<file path="src/hw/rtl/rbb_pkg.sv">
package rbb_pkg;

  localparam int NYQ_W = 17;
  localparam int FREQ_W = 21;
  localparam int RES_W = 24;
  localparam int CFG_IDX_W = 2;
  localparam int CFG_DATA_W = 17;
  localparam int CORDIC_STEPS = 30;
  localparam int HIST_W = 32;

  localparam logic [CFG_IDX_W-1:0] REG_NYQUIST = 2'd0;
  localparam logic [CFG_IDX_W-1:0] REG_BYPASS = 2'd1;
  localparam logic [CFG_IDX_W-1:0] REG_DECAY = 2'd2;

  localparam logic [33:0] CORDIC_GAIN = 34'd652032874;
  localparam logic [18:0] T60_MUL = 19'd488329;

  // Item queued between front and back: Qr resolved, clamped angle inputs.
  typedef struct packed {
    logic              clr;
    logic [23:0]       qr;
    logic [FREQ_W-1:0] fc;
    logic [NYQ_W-1:0]  nyq;
    logic              byp;
  } rbb_cmd_t;

  function automatic logic [31:0] atan_turn(input logic [4:0] i);
    case (i)
      5'd0: atan_turn = 32'd536870912;
      5'd1: atan_turn = 32'd316933406;
      5'd2: atan_turn = 32'd167458907;
      5'd3: atan_turn = 32'd85004756;
      5'd4: atan_turn = 32'd42667331;
      5'd5: atan_turn = 32'd21354465;
      5'd6: atan_turn = 32'd10679838;
      5'd7: atan_turn = 32'd5340245;
      5'd8: atan_turn = 32'd2670163;
      5'd9: atan_turn = 32'd1335087;
      5'd10: atan_turn = 32'd667544;
      5'd11: atan_turn = 32'd333772;
      5'd12: atan_turn = 32'd166886;
      5'd13: atan_turn = 32'd83443;
      5'd14: atan_turn = 32'd41722;
      5'd15: atan_turn = 32'd20861;
      5'd16: atan_turn = 32'd10430;
      5'd17: atan_turn = 32'd5215;
      5'd18: atan_turn = 32'd2608;
      5'd19: atan_turn = 32'd1304;
      5'd20: atan_turn = 32'd652;
      5'd21: atan_turn = 32'd326;
      5'd22: atan_turn = 32'd163;
      5'd23: atan_turn = 32'd81;
      5'd24: atan_turn = 32'd41;
      5'd25: atan_turn = 32'd20;
      5'd26: atan_turn = 32'd10;
      5'd27: atan_turn = 32'd5;
      5'd28: atan_turn = 32'd3;
      5'd29: atan_turn = 32'd1;
      default: atan_turn = 32'd0;
    endcase
  endfunction

endpackage

</file>
<file path="src/hw/rtl/rbb_front.sv">
// Front: resolves Qr (decay-time mode via the F_MUL and F_T60 multiplies), clamps freq.
module rbb_front #(
  parameter int SAMPLE_BITS = 24
) (
  input  logic                         clk,
  input  logic                         rst_n,
  input  logic                         in_valid,
  output logic                         in_ready,
  input  logic                         in_kind,
  input  logic [SAMPLE_BITS-1:0]       in_sample,
  input  logic [rbb_pkg::FREQ_W-1:0]   in_freq,
  input  logic [rbb_pkg::RES_W-1:0]    in_res,
  input  logic [rbb_pkg::NYQ_W-1:0]    nyquist_hz,
  input  logic                         bypass_enable,
  input  logic                         decay_time_mode,
  output logic                         q_valid,
  input  logic                         q_ready,
  output rbb_pkg::rbb_cmd_t            q_cmd,
  output logic [SAMPLE_BITS-1:0]       q_sample
);
  import rbb_pkg::*;

  typedef enum logic [2:0] {F_IDLE, F_MUL, F_T60, F_QR, F_OUT} fstate_t;
  fstate_t st_r;
  logic              kind_r;
  logic [SAMPLE_BITS-1:0] smp_r;
  logic [FREQ_W-1:0] cf_r;
  logic [RES_W-1:0]  res_r;
  logic [44:0]       prod_r;
  logic [63:0]       t60_r;
  rbb_cmd_t          cmd_r;
  logic [NYQ_W-1:0]  nyq;
  logic [FREQ_W:0]   fmax;
  logic [FREQ_W-1:0] fc;
  logic [29:0]       qfull;

  always_comb begin
    nyq = (nyquist_hz == '0) ? NYQ_W'(1) : nyquist_hz;
    fmax = {nyq, 4'd0} - (FREQ_W + 1)'(1);
    fc = (cf_r == '0) ? FREQ_W'(1) : cf_r;
    if ({1'b0, fc} > fmax) fc = fmax[FREQ_W-1:0];
    qfull = 30'((t60_r + 64'h2_0000_0000) >> 34);
  end

  assign in_ready = (st_r == F_IDLE);
  assign q_valid = (st_r == F_OUT);
  assign q_cmd = cmd_r;
  assign q_sample = smp_r;

  always_ff @(posedge clk) begin
    if (!rst_n) begin
      st_r <= F_IDLE;
    end else begin
      case (st_r)
        F_IDLE: if (in_valid) begin
          kind_r <= in_kind;
          smp_r <= in_sample;
          cf_r <= in_freq;
          res_r <= in_res;
          st_r <= F_MUL;
        end
        F_MUL: begin
          prod_r <= 45'(cf_r) * 45'(res_r);
          st_r <= F_T60;
        end
        F_T60: begin
          t60_r <= 64'(prod_r) * 64'(T60_MUL);
          st_r <= F_QR;
        end
        F_QR: begin
          cmd_r.clr <= kind_r;
          cmd_r.fc <= fc;
          cmd_r.nyq <= nyq;
          cmd_r.byp <= bypass_enable;
          if (decay_time_mode)
            cmd_r.qr <= (qfull > 30'hFF_FFFF) ? 24'hFF_FFFF : qfull[23:0];
          else
            cmd_r.qr <= res_r;
          st_r <= F_OUT;
        end
        F_OUT: begin
          if (q_ready) st_r <= F_IDLE;
        end
        default: st_r <= F_IDLE;
      endcase
    end
  end
endmodule

</file>
<file path="config.mk">
export PLATFORM = sky130hd
export DESIGN_NAME = rbb_front
export DESIGN_NICKNAME = d
export VERILOG_FILES = /design/src/hw/rtl/rbb_pkg.sv /design/src/hw/rtl/rbb_front.sv
export SDC_FILE = /design/constraint.sdc
export NUM_CORES = 2
export LEC_CHECK = 0
export BUFFER_PORTS_ARGS = -buffer_cell sky130_fd_sc_hd__buf_2
export CAP_MARGIN = 10
export CORE_ASPECT_RATIO = 0.6
export CORE_MARGIN = 2
export CORE_UTILIZATION = 60
export CTS_CLUSTER_SIZE = 12
export DETAILED_ROUTE_END_ITERATION = 6
export GPL_ROUTABILITY_DRIVEN = 0
export GPL_TIMING_DRIVEN = 0
export PLACE_DENSITY = 0.76
export SETUP_SLACK_MARGIN = 0.2
export SYNTH_ARGS = -nofsm -noshare
export SYNTH_HDL_FRONTEND = slang
export SYNTH_SLANG_ARGS = --single-unit
</file>
<file path="constraint.sdc">
create_clock -name clk -period 10 [get_ports clk]
set_input_delay 0.5 -clock clk [delete_from_list [all_inputs] [get_ports clk]]
set_output_delay 0.5 -clock clk [all_outputs]
set_load 0.1 [all_outputs]
</file>
==> impl_metrics.toml <==
[clock_network]
cts_setup_buffers = 0
cts_tree = "yes"
clk_pin_slew_ns = 0.07
h-tree-depth = 1
ctsResizeCount = 0
cts_made_buffers = 25
cts_root_buf = "clkbuf_16"
clock_path_buffers = 3
clkSinkCount = 213
holdBufCountCts = 0
clkLatencyLatePin_ns = 0.58

[critical_path]
crit_path_start_kind = "flip-flop"
crit_type = "reg2reg"
crit_buf_inv = 6
arrival_ns = 9.17
crit_top_cell = "fa_1"
critPathRequiredTime_ns = 10.32
cp_max_fo = 10
endpoint_kind = "flip-flop"
crit_chain = "clkbuf_1, clkbuf_1, nand2_1, fa_1, inv_1, fa_1, fa_1, fa_1, fa_1, fa_1, inv_1, fa_1, inv_1, ha_1, clkbuf_1, nand2_1, nor4_1, nand3_1, and2_1, o21ai_1, a2111oi_0, a311o_1"
critPathMaxStageDelay_ns = 0.62
critPathTopFamily = "adder cells"
cp_slowest_cell = "clkbuf_1"

[route]
post_drt_wl_per_cell_um = 20.33
drcViolationCount = 0
via_per_inst = 5.547
first_pass_iters = 5
drt_first_iter_violations = 2647
totalWireLength_um = 99820
ant_nets = 0
num_vias = 27240

[timing]
tightest_slew_ns = 1.228
fmax_mhz = 113.0
finalMaxSlewViolations = 0
finalHoldViolCount = 0
period_minus_slack_ns = 8.851
tns_ns = 0
finalClockSkew_ns = 0.02402
relSlewSlack_pct = 17.66
setup_viol_count_final = 0
period_share_pct = 88.51
rsz0062_at_grt = "no"

[global_routing]
antenna_found_initial = 1
grt_first_pass_wirelength_um = 158100
grt_pass1_vias = 27870
grtUsageTotal_pct = 31.05
overflow = 0
grt_max_degree = 46

[yosys]
netlist_area_um2 = 38720
avgSynthCellArea_um2 = 10.11
synth_edf_count = 210
yosysWarningCount = 0
ys_seq_elements = 213
syn_inst = 3828
yosysTopAreaCell = "fa_1"
syn_nets = 5126
synthArstFlopShare_pct = 0
ys_types = 62
synthFlopType = "edfxtp_1"
synth_top_area_share_pct = 38.42
synth.top_cells.by_area = "fa_1 38%, edfxtp_1 16%, ha_1 15%"
ys_seq_area_share_pct = 16.44

[min_path]
hp-class = "in2reg"

[floorplan]
die_area_um2 = 66640
die_width_um = 331.9
ios = 183
rows = 72
fp.coreArea_um2 = 64140
die_y_um = 200.8
start_util_pct = 60.36

[flow_run]
maxCapViolCount = 0

[finish]
ff_latch_area_um2 = 6366
fill_cells = 5206
fin_nets = 5343
multiInputGateArea_um2 = 28130
drive_gt1_share_pct = 6.111
syn2layout_area_growth_pct = 7.404

[placed_design]
hpwl_um = 85210
port_buffers = 181

[outcome]
outcome = "completed"
-- registers in the layout, summed over array words and instances, names as in the netlist --
signal	flops
q_sample	24
prod_r	45
kind_r	1
t60_r	31
st_r	3
q_cmd	64
cf_r	21
res_r	24
-- routing by layer --
metal / vias to the layer above / GRT usage [%] / wire, um
met3: 110 / 9.921 / 12580
met1: 13650 / 48.03 / 44170
li1: 12220 / - / -
met5: - / 0 / 0
met2: 1255 / 43.14 / 41130
met4: 0 / 5.633 / 1932
-- final timing paths --
path	startpoint	endpoint	slack, ns	cells past startpoint
setup / recovery	cf_r[14]$_DFFE_PP_	prod_r[41]$_DFFE_PP_	1.15	22
hold / removal	in_freq[11]	cf_r[11]$_DFFE_PP_	0.09	1
setup reg to reg	cf_r[14]$_DFFE_PP_	prod_r[41]$_DFFE_PP_	1.15	22
hold reg to reg	kind_r$_DFFE_PP_	q_cmd[63]$_DFFE_PP_	0.43	0
-- through the flow --
step	setup WS [ns]	hold WS (ns)	instances	util [%]	cell area, um^2
finish	1.149	0.08581	4910	64.83	41580
global route	0.8605	0.05661	4909	64.83	41580
CTS	1.369	0.05583	4909	64.83	41580
detailed placement	1.424	0.4088	4869	63.67	40840
global placement	0.8954	0.4021	4860	63.43	40690
floorplan	2.945	0.4003	3828	-	38720
-- cell usage after synthesis, types with 5 or more instances --
cell type	instances
buf_2	8
edfxtp_1	210
a211oi_1	11
a221oi_1	7
nand3_1	34
or2_2	5
a31oi_1	11
clkbuf_1	161
o21bai_1	17
nor2_1	77
o21ai_1	20
nor3_1	23
and4_1	5
nand3b_1	5
o21a_1	10
or3_1	6
o21ai_0	29
mux2i_1	17
nand4_1	29
nor2b_1	9
and2_1	263
a2111oi_0	5
nand2b_1	8
or4_1	7
and3_1	22
ha_1	462
xnor2_1	66
a21o_1	61
inv_1	956
nand2_1	316
fa_1	743
o211ai_1	7
a21oi_1	105
nor4_1	15
xor2_1	46
-- cells by family after synthesis --
family,after synthesis,share of synthesized area [%]
AOI/OAI and AO/OA,325,5.488
xor gates and xnor gates,112,2.534
adders and majority gates,1205,53.35
buffers and inverters,1125,10.93
DFF,213,16.44
muxes,18,0.4686
and+or+nand+nor,830,10.78
-- placed cells by master (no fill, tap or decap), drive strengths merged, types with 5 or more instances in the layout --
master	count
inv	959
and4	5
nand2	316
fa	743
or4	7
a31oi	11
nand3b	5
and2	263
ha	462
nand3	34
edfxtp	210
nor2	77
a221oi	7
nand4	29
or3	7
a21o	61
clkbuf	191
clkinv	6
a21oi	106
o21ai	49
o211ai	7
mux2i	17
nor2b	9
a2111oi	5
a211oi	11
o21a	10
nor3	23
xor2	46
or2	6
nand2b	8
xnor2	66
buf	198
and3	22
nor4	15
o21bai	17
-- worst reg2reg max path, delay by kind of cell (launching register included) --
kind / cells / cell delay (ns)
buffers and inverters: 6 / 1.86
flip-flops: 1 / 0.33
AO/OA/AOI/OAI: 3 / 0.92
AND/OR/NAND/NOR: 5 / 1.56
adder cells (fa/ha/maj): 8 / 3.93
-- final cells by class --
| cell class | count | area share (%) |
|---|---|---|
| repair buffers | 190 | 2.500 |
| plain buffers | 169 | 1.550 |
| inverters | 956 | 8.630 |
| multi-input cells | 2490 | 67.66 |
| clock inverters | 10 | 0.2347 |
| well taps | 851 | 2.561 |
| diodes | 1 | 0.006018 |
| flip-flops and latches | 213 | 15.31 |
| clock buffers | 30 | 1.550 |
Power is not shown: default switching activity piles up to over one toggle a cycle in this logic, so the estimate is an artifact.
